`src/gcw_pkg.sv`:
```
`timescale 1ns / 1ps
// ----------------------------------------------------------------------------
// GC window scan package
// Shared widths, codes, payload types and the base classifier.
// ----------------------------------------------------------------------------
package gcw_pkg;

	// Ring of base classes: one entry per base of the longest window.
	localparam int MAX_WINDOW  = 1024;
	// Sequence position and whole-sequence counters stop at this value.
	localparam int MAX_SEQ_LEN = 16777216;
	// Fraction bits of the ratio; the quotient carries one more bit.
	localparam int RATIO_BITS  = 15;
	localparam int QUOT_W      = RATIO_BITS + 1;

	localparam int WIN_W   = 11;
	localparam int PTR_W   = $clog2(MAX_WINDOW);
	localparam int POS_W   = $clog2(MAX_SEQ_LEN) + 1;
	localparam int START_W = POS_W - 1;
	localparam int CLS_W   = 2;

	localparam logic [WIN_W-1:0] WIN_LEN_RESET = WIN_W'(100);

	localparam logic [7:0] CH_G_LO = 8'h67;
	localparam logic [7:0] CH_G_UP = 8'h47;
	localparam logic [7:0] CH_C_LO = 8'h63;
	localparam logic [7:0] CH_C_UP = 8'h43;
	localparam logic [7:0] CH_A_LO = 8'h61;
	localparam logic [7:0] CH_A_UP = 8'h41;
	localparam logic [7:0] CH_T_LO = 8'h74;
	localparam logic [7:0] CH_T_UP = 8'h54;

	localparam logic KIND_WIN = 1'b0;
	localparam logic KIND_TOT = 1'b1;

	typedef enum logic [CLS_W-1:0] {
		CLS_AT    = 2'd0,
		CLS_GC    = 2'd1,
		CLS_OTHER = 2'd2
	} cls_t;

	typedef enum logic [2:0] {
		ST_IDLE,
		ST_UPD,
		ST_LOAD,
		ST_DIV,
		ST_LOAD_TOT
	} state_t;

	typedef struct packed {
		logic [7:0] base;
		logic       seq_end;
	} in_t;

	typedef struct packed {
		logic               kind;
		logic [START_W-1:0] start_pos;
		logic [POS_W-1:0]   gc_total;
		logic [POS_W-1:0]   other_total;
		logic [QUOT_W-1:0]  gc_ratio;
		logic               ratio_valid;
		logic               last;
	} out_t;

	// Commands from the controller to the datapath.
	typedef struct packed {
		logic accept;
		logic upd;
		logic load;
		logic load_tot;
		logic push;
	} cmd_t;

	// Status from the datapath to the controller.
	typedef struct packed {
		logic win_emit;
		logic is_end;
		logic div_busy;
		logic out_free;
		logic stage_tot;
	} stat_t;

	function automatic cls_t classify(input logic [7:0] c);
		cls_t r;
		unique case (c)
			CH_G_LO, CH_G_UP, CH_C_LO, CH_C_UP: r = CLS_GC;
			CH_A_LO, CH_A_UP, CH_T_LO, CH_T_UP: r = CLS_AT;
			default:                            r = CLS_OTHER;
		endcase
		return r;
	endfunction

endpackage

```
`src/gc_content_window_scan.sv`:
```
`timescale 1ns / 1ps
// ----------------------------------------------------------------------------
// GC content window scan
// Sliding-window and whole-sequence G/C content of an ASCII nucleotide stream.
// ----------------------------------------------------------------------------
//
// Channel   Direction  Handshake             Payload
// in        input      in_valid / in_ready   gcw_pkg::in_t  (base, seq_end)
// out       output     out_valid / out_ready gcw_pkg::out_t (kind .. last)
// cfg       input      cfg_wr_en             cfg_wr_data    (window_len)
//
// A base takes an accept, an update and a load step; with no result it is
// done after those. Each result then runs through the divider and is
// pushed into the output register once that register is free.
// Reset is asynchronous and active low; it restores a window of 100 bases
// and clears all counters. The class ring itself is never cleared.
// A waiting result stalls only the next result push, not the next accept.
//
module gc_content_window_scan (
	input  logic                        clk,
	input  logic                        arst_n,
	input  logic                        cfg_wr_en,
	input  logic [gcw_pkg::WIN_W-1:0]   cfg_wr_data,
	input  logic                        in_valid,
	output logic                        in_ready,
	input  gcw_pkg::in_t                in_data,
	output logic                        out_valid,
	input  logic                        out_ready,
	output gcw_pkg::out_t               out_data
);

	// The controller and datapath talk only through these two bundles.
	gcw_pkg::cmd_t  cmd;
	gcw_pkg::stat_t stat;

	// The controller walks each accepted base through its steps: update the
	// ring and counters, then stage a window result once the window is full and,
	// on a sequence's last base a totals result, each divided before its transfer.
	gcw_ctrl u_ctrl (
		.clk      (clk),
		.arst_n   (arst_n),
		.in_valid (in_valid),
		.in_ready (in_ready),
		.stat     (stat),
		.cmd      (cmd)
	);

	// The datapath holds the window length, the ring of base classes, the
	// window and sequence counters, the divider and the output register.
	// A window length write also restarts the current sequence.
	gcw_dp u_dp (
		.clk         (clk),
		.arst_n      (arst_n),
		.cfg_wr_en   (cfg_wr_en),
		.cfg_wr_data (cfg_wr_data),
		.in_data     (in_data),
		.out_data    (out_data),
		.out_valid   (out_valid),
		.out_ready   (out_ready),
		.cmd         (cmd),
		.stat        (stat)
	);

endmodule

```
`src/gcw_ram.sv`:
```
`timescale 1ns / 1ps
// ----------------------------------------------------------------------------
// GC window scan RAM
// Generic single-write, single-read memory with a registered read port.
// ----------------------------------------------------------------------------
module gcw_ram #(
	parameter int WIDTH = 2,
	parameter int DEPTH = 1024
) (
	input  logic                     clk,
	input  logic                     we,
	input  logic [$clog2(DEPTH)-1:0] waddr,
	input  logic [WIDTH-1:0]         wdata,
	input  logic                     re,
	input  logic [$clog2(DEPTH)-1:0] raddr,
	output logic [WIDTH-1:0]         rdata
);

	logic [WIDTH-1:0] mem_q [DEPTH];
	logic [WIDTH-1:0] rdata_q;

	always_ff @(posedge clk) begin
		if (we) begin
			mem_q[waddr] <= wdata;
		end
		if (re) begin
			rdata_q <= mem_q[raddr];
		end
	end

	assign rdata = rdata_q;

endmodule

```
`src/gcw_div.sv`:
```
`timescale 1ns / 1ps
// ----------------------------------------------------------------------------
// GC window scan divider
// Restoring divider, one quotient bit per cycle, for floor(num * 2^15 / den).
// ----------------------------------------------------------------------------
module gcw_div (
	input  logic                            clk,
	input  logic                            arst_n,
	input  logic                            start,
	input  logic [gcw_pkg::POS_W-1:0]       num,
	input  logic [gcw_pkg::POS_W-1:0]       den,
	output logic                            busy,
	output logic [gcw_pkg::QUOT_W-1:0]      quot
);

	localparam int CNT_W = $clog2(gcw_pkg::QUOT_W + 1);

	// The numerator never exceeds the divisor, so the quotient fits in
	// QUOT_W bits and the partial remainder stays below twice the divisor.
	logic [gcw_pkg::POS_W:0]    rem_q;
	logic [gcw_pkg::POS_W-1:0]  den_q;
	logic [gcw_pkg::QUOT_W-1:0] quot_q;
	logic [CNT_W-1:0]           cnt_q;
	logic                       ge;
	logic [gcw_pkg::POS_W:0]    rem_sub;

	assign ge      = rem_q >= {1'b0, den_q};
	assign rem_sub = ge ? rem_q - {1'b0, den_q} : rem_q;

	always_ff @(posedge clk or negedge arst_n) begin
		if (!arst_n) begin
			cnt_q <= '0;
		end else if (start) begin
			cnt_q <= CNT_W'(gcw_pkg::QUOT_W);
		end else if (cnt_q != '0) begin
			cnt_q <= cnt_q - CNT_W'(1);
		end
	end

	always_ff @(posedge clk) begin
		if (start) begin
			rem_q  <= {1'b0, num};
			den_q  <= den;
			quot_q <= '0;
		end else if (cnt_q != '0) begin
			rem_q  <= {rem_sub[gcw_pkg::POS_W-1:0], 1'b0};
			quot_q <= {quot_q[gcw_pkg::QUOT_W-2:0], ge};
		end
	end

	assign busy = cnt_q != '0;
	assign quot = quot_q;

endmodule

```
`src/gcw_dp.sv`:
```
`timescale 1ns / 1ps
// ----------------------------------------------------------------------------
// GC window scan datapath
// Class ring, window and sequence counters, result staging and output register.
// ----------------------------------------------------------------------------
module gcw_dp (
	input  logic                        clk,
	input  logic                        arst_n,
	input  logic                        cfg_wr_en,
	input  logic [gcw_pkg::WIN_W-1:0]   cfg_wr_data,
	input  gcw_pkg::in_t                in_data,
	output gcw_pkg::out_t               out_data,
	output logic                        out_valid,
	input  logic                        out_ready,
	input  gcw_pkg::cmd_t               cmd,
	output gcw_pkg::stat_t              stat
);

	localparam int POS_W = gcw_pkg::POS_W;
	localparam int WIN_W = gcw_pkg::WIN_W;
	localparam int PTR_W = gcw_pkg::PTR_W;

	logic [WIN_W-1:0]   win_eff_q;
	logic [PTR_W-1:0]   ptr_q;
	logic [POS_W-1:0]   pos_q;
	logic [WIN_W-1:0]   win_gc_q;
	logic [WIN_W-1:0]   win_oth_q;
	logic [POS_W-1:0]   seq_gc_q;
	logic [POS_W-1:0]   seq_oth_q;
	gcw_pkg::cls_t      cls_q;
	logic               end_q;
	logic               win_emit_q;
	gcw_pkg::out_t      stage_q;
	gcw_pkg::out_t      out_q;
	logic               out_valid_q;

	logic [gcw_pkg::CLS_W-1:0]  ram_rdata;
	gcw_pkg::cls_t              old_cls;
	logic [WIN_W-1:0]           cfg_eff;
	logic [POS_W-1:0]           w_pos;
	logic                       drop;
	logic                       gc_dec;
	logic                       oth_dec;
	logic                       is_gc;
	logic                       is_oth;
	logic [WIN_W-1:0]           ptr_inc;
	logic [PTR_W-1:0]           ptr_nx;
	logic                       pos_room;
	logic [POS_W-1:0]           pos_nx;
	logic [POS_W-1:0]           load_gc;
	logic [POS_W-1:0]           load_oth;
	logic [POS_W-1:0]           load_n;
	logic [POS_W-1:0]           load_den;
	logic [gcw_pkg::START_W-1:0] load_start;
	logic                       restart;
	logic                       div_busy;
	logic [gcw_pkg::QUOT_W-1:0] div_quot;
	gcw_pkg::out_t              push_data;

	// Window length zero counts as one; anything above the ring saturates.
	always_comb begin
		if (cfg_wr_data == '0) begin
			cfg_eff = WIN_W'(1);
		end else if (cfg_wr_data > WIN_W'(gcw_pkg::MAX_WINDOW)) begin
			cfg_eff = WIN_W'(gcw_pkg::MAX_WINDOW);
		end else begin
			cfg_eff = cfg_wr_data;
		end
	end

	assign w_pos   = {{(POS_W - WIN_W){1'b0}}, win_eff_q};
	assign old_cls = gcw_pkg::cls_t'(ram_rdata);
	assign drop    = pos_q >= w_pos;
	assign is_gc   = cls_q == gcw_pkg::CLS_GC;
	assign is_oth  = cls_q == gcw_pkg::CLS_OTHER;
	assign gc_dec  = drop && old_cls == gcw_pkg::CLS_GC && win_gc_q != '0;
	assign oth_dec = drop && old_cls == gcw_pkg::CLS_OTHER && win_oth_q != '0;
	assign ptr_inc = {{(WIN_W - PTR_W){1'b0}}, ptr_q} + WIN_W'(1);
	assign ptr_nx  = (ptr_inc >= win_eff_q) ? '0 : ptr_inc[PTR_W-1:0];
	assign pos_room = pos_q < POS_W'(gcw_pkg::MAX_SEQ_LEN);
	assign pos_nx  = pos_room ? pos_q + POS_W'(1) : pos_q;

	assign restart = cfg_wr_en || (cmd.push && stage_q.kind == gcw_pkg::KIND_TOT);

	gcw_ram #(
		.WIDTH (gcw_pkg::CLS_W),
		.DEPTH (gcw_pkg::MAX_WINDOW)
	) u_ring (
		.clk   (clk),
		.we    (cmd.upd),
		.waddr (ptr_q),
		.wdata (cls_q),
		.re    (cmd.accept),
		.raddr (ptr_q),
		.rdata (ram_rdata)
	);

	always_ff @(posedge clk or negedge arst_n) begin
		if (!arst_n) begin
			win_eff_q  <= gcw_pkg::WIN_LEN_RESET;
			ptr_q      <= '0;
			pos_q      <= '0;
			win_gc_q   <= '0;
			win_oth_q  <= '0;
			seq_gc_q   <= '0;
			seq_oth_q  <= '0;
			end_q      <= 1'b0;
			win_emit_q <= 1'b0;
		end else begin
			if (cfg_wr_en) begin
				win_eff_q <= cfg_eff;
			end
			if (cmd.accept) begin
				end_q <= in_data.seq_end;
			end
			if (restart) begin
				ptr_q     <= '0;
				pos_q     <= '0;
				win_gc_q  <= '0;
				win_oth_q <= '0;
				seq_gc_q  <= '0;
				seq_oth_q <= '0;
			end else if (cmd.upd) begin
				ptr_q      <= ptr_nx;
				pos_q      <= pos_nx;
				win_gc_q   <= win_gc_q - WIN_W'(gc_dec) + WIN_W'(is_gc);
				win_oth_q  <= win_oth_q - WIN_W'(oth_dec) + WIN_W'(is_oth);
				seq_gc_q   <= seq_gc_q + POS_W'(pos_room && is_gc);
				seq_oth_q  <= seq_oth_q + POS_W'(pos_room && is_oth);
				win_emit_q <= pos_nx >= w_pos;
			end
		end
	end

	always_ff @(posedge clk) begin
		if (cmd.accept) begin
			cls_q <= gcw_pkg::classify(in_data.base);
		end
	end

	// Result staging: window or totals operands.
	always_comb begin
		if (cmd.load_tot) begin
			load_gc    = seq_gc_q;
			load_oth   = seq_oth_q;
			load_n     = pos_q;
			load_start = '0;
		end else begin
			load_gc    = {{(POS_W - WIN_W){1'b0}}, win_gc_q};
			load_oth   = {{(POS_W - WIN_W){1'b0}}, win_oth_q};
			load_n     = w_pos;
			load_start = gcw_pkg::START_W'(pos_q - w_pos);
		end
		load_den = (load_n >= load_oth) ? load_n - load_oth : '0;
	end

	always_ff @(posedge clk) begin
		if (cmd.load) begin
			stage_q.kind        <= cmd.load_tot ? gcw_pkg::KIND_TOT : gcw_pkg::KIND_WIN;
			stage_q.start_pos   <= load_start;
			stage_q.gc_total    <= load_gc;
			stage_q.other_total <= load_oth;
			stage_q.gc_ratio    <= '0;
			stage_q.ratio_valid <= load_den != '0;
			stage_q.last        <= cmd.load_tot || !end_q;
		end
	end

	gcw_div u_div (
		.clk    (clk),
		.arst_n (arst_n),
		.start  (cmd.load),
		.num    (load_gc),
		.den    (load_den),
		.busy   (div_busy),
		.quot   (div_quot)
	);

	always_ff @(posedge clk or negedge arst_n) begin
		if (!arst_n) begin
			out_valid_q <= 1'b0;
		end else if (cmd.push) begin
			out_valid_q <= 1'b1;
		end else if (out_ready) begin
			out_valid_q <= 1'b0;
		end
	end

	// The staged result with the quotient merged in; a zero divisor gives zero.
	always_comb begin
		push_data          = stage_q;
		push_data.gc_ratio = stage_q.ratio_valid ? div_quot : '0;
	end

	always_ff @(posedge clk) begin
		if (cmd.push) begin
			out_q <= push_data;
		end
	end

	assign out_valid = out_valid_q;
	assign out_data  = out_q;

	assign stat.win_emit  = win_emit_q;
	assign stat.is_end    = end_q;
	assign stat.div_busy  = div_busy;
	assign stat.out_free  = !out_valid_q || out_ready;
	assign stat.stage_tot = stage_q.kind == gcw_pkg::KIND_TOT;

endmodule

```
`src/gcw_ctrl.sv`:
```
`timescale 1ns / 1ps
// ----------------------------------------------------------------------------
// GC window scan controller
// Sequences accept, counter update, division and result transfer per base.
// ----------------------------------------------------------------------------
module gcw_ctrl (
	input  logic            clk,
	input  logic            arst_n,
	input  logic            in_valid,
	output logic            in_ready,
	input  gcw_pkg::stat_t  stat,
	output gcw_pkg::cmd_t   cmd
);

	gcw_pkg::state_t state_q;
	gcw_pkg::state_t state_nx;
	logic            div_out;

	assign div_out = !stat.div_busy && stat.out_free;

	always_ff @(posedge clk or negedge arst_n) begin
		if (!arst_n) begin
			state_q <= gcw_pkg::ST_IDLE;
		end else begin
			state_q <= state_nx;
		end
	end

	always_comb begin
		state_nx = state_q;
		unique case (state_q)
			gcw_pkg::ST_IDLE: begin
				if (in_valid) begin
					state_nx = gcw_pkg::ST_UPD;
				end
			end
			gcw_pkg::ST_UPD: begin
				state_nx = gcw_pkg::ST_LOAD;
			end
			gcw_pkg::ST_LOAD: begin
				if (stat.win_emit || stat.is_end) begin
					state_nx = gcw_pkg::ST_DIV;
				end else begin
					state_nx = gcw_pkg::ST_IDLE;
				end
			end
			gcw_pkg::ST_DIV: begin
				if (div_out) begin
					if (!stat.stage_tot && stat.is_end) begin
						state_nx = gcw_pkg::ST_LOAD_TOT;
					end else begin
						state_nx = gcw_pkg::ST_IDLE;
					end
				end
			end
			gcw_pkg::ST_LOAD_TOT: begin
				state_nx = gcw_pkg::ST_DIV;
			end
			default: begin
				state_nx = gcw_pkg::ST_IDLE;
			end
		endcase
	end

	always_comb begin
		cmd      = '0;
		in_ready = 1'b0;
		unique case (state_q)
			gcw_pkg::ST_IDLE: begin
				in_ready   = 1'b1;
				cmd.accept = in_valid;
			end
			gcw_pkg::ST_UPD: begin
				cmd.upd = 1'b1;
			end
			gcw_pkg::ST_LOAD: begin
				cmd.load     = stat.win_emit || stat.is_end;
				cmd.load_tot = !stat.win_emit;
			end
			gcw_pkg::ST_DIV: begin
				cmd.push = div_out;
			end
			gcw_pkg::ST_LOAD_TOT: begin
				cmd.load     = 1'b1;
				cmd.load_tot = 1'b1;
			end
			default: begin
				cmd = '0;
			end
		endcase
	end

endmodule

```
`config.mk`:
```
export PLATFORM = sky130hd
export DESIGN_NAME = gc_content_window_scan
export DESIGN_NICKNAME = d
export VERILOG_FILES = /design/src/gcw_pkg.sv /design/src/gc_content_window_scan.sv /design/src/gcw_ram.sv /design/src/gcw_div.sv /design/src/gcw_dp.sv /design/src/gcw_ctrl.sv
export SDC_FILE = /design/constraint.sdc
export NUM_CORES = 2
export LEC_CHECK = 0
export BUFFER_PORTS_ARGS = -buffer_cell sky130_fd_sc_hd__buf_2
export CAP_MARGIN = 20
export CORE_AREA = 4 4 510 512
export DETAILED_ROUTE_END_ITERATION = 10
export DIE_AREA = 0 0 514 516
export GPL_ROUTABILITY_DRIVEN = 0
export MAX_ROUTING_LAYER = met4
export PLACE_DENSITY = 0.58
export SYNTH_ARGS = -nofsm -noshare
export SYNTH_HDL_FRONTEND = slang
export SYNTH_SLANG_ARGS = --single-unit
```
`constraint.sdc`:
```
create_clock -name clk -period 14.43 [get_ports clk]
set_clock_uncertainty 0.1 [all_clocks]
set_input_delay 0.7215 -clock clk [delete_from_list [all_inputs] [get_ports clk]]
set_output_delay 0.7215 -clock clk [all_outputs]
set_load 0.005 [all_outputs]
```
; ---- Yosys cells after proc, flatten, opt, wreduce, memory -nomap -nowiden
; Memories as Yosys holds them, arrays and structs flattened. A register that Yosys moved wholly into a read port is not among the register bits.
; Cells that the tools add are included.
[classes]
multipliers = 0
shift = 0
reduce_logical = 31
order_cmp = 7
n_eq_ne = 18
bitwise_logic = 1
addsub = 12
n_div = 0
mux = 41
[op_table]
columns = operator, count
row1 = $mux 25, 14
row2 = $mux 11, 6
row3 = $eq 8x7->1 const B, 8
row4 = $add 25x1->25, 2
row5 = $ge 25x11->1, 2
row6 = $sub 25x25->25, 2
row7 = $mux 10, 3
row8 = $ge 26x25->1, 1
row9 = $add 25x1->25 const B, 1
row10 = $ge 25x25->1, 1
row11 = $lt 25x25->1 const B, 1
row12 = $reduce_bool 25->1, 1
row13 = $sub 24x11->24, 1
row14 = $add 11x1->11, 2
row15 = $reduce_bool 11->1, 2
row16 = $sub 11x1->11, 2
row17 = $pmux 3 s5, 1
row18 = $add 10x1->11 const B, 1
row19 = $ge 11x11->1, 1
row20 = $gt 11x11->1 const B, 1
row21 = $logic_not 11->1, 1
row22 = $mux 5, 2
row23 = $logic_and 1x1->1, 9
row24 = $mux 1, 9
row25 = 19 further kinds, 36
[word_totals]
ramBits = 2048
latch_bits = 0
out_inout_bits = 95
register_bits = 368
rom_bits = 0
elab_cells = 141
mem_count = 1
[mem_list]
columns = memory, words, word_bits, read_ports, rd_clocked_by_memory_dff, wr, line_no
row1 = u_dp.u_ring.mem_q, 1024, 2, 1, 1, 1, gcw_ram.sv:19  ; logic [WIDTH-1:0] mem_q [DEPTH];

; ---- Depth between registers and ports, before layout
[logic_depth]
depth_word = 8
depth_mapped = 27

; ---- Cells and area by module
; Synthesis repeated with hierarchy kept, for this count alone.
[unflattened]
hier_cells = 6777
area_unflattened_um2 = 104209.9
[by_module_without_submodules]
columns = mod, seq_area_each_um2, n_inst, cells_each, area_each_um2
row1 = gcw_ram, 61559.0, 1, 4793, 83777.8
row2 = gcw_dp, 8196.6, 1, 1507, 15830.2
row3 = gcw_div, 1966.9, 1, 454, 4381.7
row4 = gcw_ctrl, 75.1, 1, 23, 220.2

; ---- Least setup slack after synthesis
; Ideal clock, no wire load.
[synth_path]
kind = register to register
start = register u_dp.cls_q[0]
end = register u_dp.win_gc_q[10]
n_path_buf = 0
path_stages_with_launch = 15
setup_slack_ns = -0.630
period_less_slack_ns = 15.060
required_ns = 14.196
t_arrival_ns = 14.826
cell_sequence = edfxtp_1 nor2b_1 ha_1 inv_1 fa_1 nand2b_1 a21oi_1 o21ai_0 a21oi_1 o21ai_0 a21oi_1 o21ai_0 a21oi_1 a211o_1 nand3_1
[synth_via]
elab_chain_cells = 4
[synth_lines]
columns = element, line_no
row1 = "start, declared", gcw_dp.sv:30  ; gcw_pkg::cls_t cls_q;
row2 = "start signal, assigned", gcw_dp.sv:137  ; cls_q <= gcw_pkg::classify(in_data.base);
row3 = $eq 2x1->1, gcw_dp.sv:74  ; assign is_gc = cls_q == gcw_pkg::CLS_GC;
row4 = $add 11x1->11, gcw_dp.sv:126  ; win_gc_q <= win_gc_q - WIN_W'(gc_dec) + WIN_W'(is_gc);
row5 = $mux 11, gcw_dp.sv:123  ; end else if (cmd.upd) begin
row6 = $mux 11, gcw_dp.sv:116  ; if (restart) begin
row7 = "end signal, assigned", gcw_dp.sv:126
row8 = "end, declared", gcw_dp.sv:26  ; logic [WIN_W-1:0] win_gc_q;
; Every way passes these cells. The select of a mux whose other input is x is not followed.
; A chain may end at the register's enable or synchronous reset.

==> results.json <==
{
  "run_status": "finished clean",
  "synth_nets": 6612,
  "period_share_pct": 41.0,
  "finalPower_mw": 18.4,
  "cp_top_family": "buffers and inverters",
  "netlist_instances": 6459,
  "hpwl_mm": 144,
  "setup_ws_ns": 8.52,
  "worstMarginPinSlew_ns": 1.16,
  "async_flop_share_pct": 5.33,
  "io_buffers": 118,
  "drc": 0,
  "nFillCells": 22300,
  "required_ns": 14.92,
  "num_vias": 57500,
  "dieArea_sq_mm": 0.265,
  "ys.flop_type": "edfxtp_1",
  "preCtsSetupSlack_ns": 8.47,
  "leakage_nw": 35.7,
  "synth_top_area_share_pct": 66.9,
  "endpoint_kind": "flop",
  "cts_buffer_depth": 3,
  "worstSetupPathType": "flop to flop",
  "peakVddDrop_mv": 0.152,
  "cts.sinks": 2418,
  "crit_fanout": 97,
  "startpoint_type": "flop",
  "synth_edf_count": 2272,
  "hold_path_class": "input port to flop",
  "netlist-cell-type-count": 83,
  "grt_max_degree": 238,
  "grt_pass1_wl_mm": 394,
  "fin_area_sq_mm": 0.114,
  "utilization_pct": 44.6,
  "grt_use_total_pct": 20.6,
  "final_nets": 6617,
  "fin_crit_ns": 5.91,
  "first_pass_iters": 5,
  "grt_antenna_before_repair": 6,
  "rsz0062_at_grt": "no",
  "slew_violations": 0,
  "cts-buffers-inserted": 234,
  "drive_above_1_share_pct": 17.5,
  "hold_viol": 0,
  "worstPathArrival_ns": 6.40,
  "rows": 186,
  "start_util_pct": 39.8,
  "synth_top_cell_by_area": "edfxtp_1",
  "placed_cell_area_sq_mm": 0.106,
  "critPathMostFrequentCell": "buf_12",
  "max_stage_delay_ns": 0.79,
  "synthTopCellsByArea": "edfxtp_1 (67%), mux4_2 (11%), nor2_1 (4.6%)",
  "htreeDepth": 4,
  "initialDrtViolationCount": 7047,
  "ys_seq_area_share_pct": 70.4,
  "wl_mm": 269,
  "path_clk_slew_ns": 0.07,
  "post_drt_wl_per_cell_microns": 26.8,
  "final-seq-area_sq_mm": 0.0718,
  "die_h_microns": 516,
  "cts_tree": "done",
  "core_sq_mm": 0.256,
  "synth.most_common_cell": "edfxtp_1",
  "yosysWarnings": 0,
  "path_buf_inv": 3,
  "synth_common_cells": "edfxtp_1 (2272), nor2_1 (1262), mux4_2 (512)",
  "synthToLayoutAreaGrowth_pct": 12.0,
  "grt_remaining_overflow": 0,
  "synth_area_sq_mm": 0.102,
  "p_per_area_mw_per_mm2": 161,
  "die_w_microns": 514,
  "multi_input_area_sq_mm": 0.0280,
  "grt_pass1_vias": 57900,
  "num_io_pins": 120,
  "fmax_mhz": 169,
  "synth-seq-cells": 2418,
  "cp_cell_sequence": "buf_12 > buf_4 > buf_12 > mux4_2 > a22o_1 > a221oi_1 > a31oi_1 > a21oi_1 > nor3_1 > a2111oi_1 > nand2_1",
  "cap_violations": 0,
  "crit_path_top_delay_cell": "buf_4",
  "relSlewSlack_pct": 22.6,
  "setup_violations": 0,
  "ant_nets": 0,
  "avgViaCountPerCell": 5.72,
  "insertion_delay_ns": 0.88,
  "cts_root_buffer": "clkbuf_16",
  "postSynthAreaPerCell_sq_um": 15.8
}
final timing paths:
path                                                   from                             end  slack (ns)  cells past startpoint
setup / recovery                  u_dp.ptr_q[0]$_DFFE_PN0P_  u_dp.u_ring.rdata[0]$_DFFE_PP_        8.52                     11
hold reg to reg            u_dp.push_data[87]$_SDFFCE_PN0P_     u_dp.out_data[87]$_DFFE_PP_        0.31                      0
max in group asynchronous                            arst_n  u_dp.seq_oth_q[24]$_DFFE_PN0P_       12.51                      3
setup reg to reg                  u_dp.ptr_q[0]$_DFFE_PN0P_  u_dp.u_ring.rdata[0]$_DFFE_PP_        8.52                     11
min in group asynchronous                            arst_n          u_dp.end_q$_DFFE_PN0P_        0.37                      2
hold / removal                               cfg_wr_data[7]   u_dp.win_eff_q[7]$_DFFE_PN0P_        0.07                      3
power breakdown:
part	switching (mW)	internal [mW]	total, mW
Clock	2.67	3.42	6.08
Sequential	0.155	8.15	8.31
Combinational	2.28	1.70	3.98
Total	5.10	13.3	18.4
through the flow:
| step | hold slack, ns | instances | TNS, ns |
|---|---|---|---|
| after floorplan | 0.300 | 6459 | -798.70 |
| after global placement | 0.303 | 9587 | 0 |
| after detailed placement | 0.305 | 9599 | 0 |
| after CTS | 0.00323 | 10000 | 0 |
| after global routing | 0.0590 | 10100 | 0 |
| final | 0.0748 | 10100 | 0 |
tightest hold or removal path: cells and delay by family:
kind                   cells  cell delay (ns)
AOI/OAI and AO/OA          1             0.08
buffers and inverters      1             0.09
and+or+nand+nor            1             0.06
sequential cells by signal (all words and copies together) (netlist names):
| name | flops |
|---|---|
| u_ctrl.state_q | 3 |
| u_dp.cls_q | 2 |
| u_dp.end_q | 1 |
| u_dp.out_data | 93 |
| u_dp.out_valid | 1 |
| u_dp.pos_q | 25 |
| u_dp.ptr_q | 10 |
| u_dp.push_data | 76 |
| u_dp.seq_gc_q | 25 |
| u_dp.seq_oth_q | 25 |
| u_dp.stat | 1 |
| u_dp.u_div.cnt_q | 5 |
| u_dp.u_div.den_q | 25 |
| u_dp.u_div.quot | 16 |
| u_dp.u_div.rem_q | 26 |
| u_dp.u_ring.mem_q | 2048 |
| u_dp.u_ring.rdata | 2 |
| u_dp.win_eff_q | 11 |
| u_dp.win_emit_q | 1 |
| u_dp.win_gc_q | 11 |
| u_dp.win_oth_q | 11 |
layout make-up:
class	count	share of cell area, %
Antenna cell	4	0.00877
Clock buffer	284	5.40
Clock inverter	152	1.27
Inverter	126	0.419
Multi-Input combinational cell	3443	24.5
Sequential cell	2418	62.9
Tap cell	3384	3.71
Timing Repair Buffer	241	1.76
what timing repair did:
item                      CTS  global route
hold buffers                5             0
buffers inserted            0             0
hold endpoints to repair   72             0
gates resized for setup     0             0
cells by family (layout without fill, tap and decap cells):
family                     after synthesis  count (layout)  share of synthesized area [%]
muxes                                  524             524                           11.4
adders and majority gates              128             128                           1.61
other                                    0               4                              0
AOI/OAI and AO/OA                      703             703                           4.70
buffers and inverters                  598             803                           2.46
DFF                                   2418            2418                           70.4
xor gates and xnor gates               152             152                           1.31
and+or+nand+nor                       1936            1936                           8.05
placed cells by master, fill, tap and decap left out, drive strengths merged, types with 81 or more instances in the layout:
| cell | n |
|---|---|
| inv | 132 |
| clkinv | 114 |
| edfxtp | 2272 |
| ha | 123 |
| mux4 | 512 |
| o21ai | 110 |
| clkbuf | 284 |
| nor2 | 1262 |
| a22oi | 188 |
| nand2 | 276 |
| a21oi | 150 |
| dfrtp | 126 |
| buf | 236 |
| xor2 | 81 |
routing by layer:
metal | wire [microns] | track usage (%) | share of wire [%]
met2 | 128000 | 32.4 | 47
met1 | 113000 | 28.4 | 42
met3 | 20800 | 3.15 | 7.7
met4 | 7250 | 5.40 | 2.7
met5 | 0 | - | 0
No activity file was read; power rests on OpenSTA's default activity.
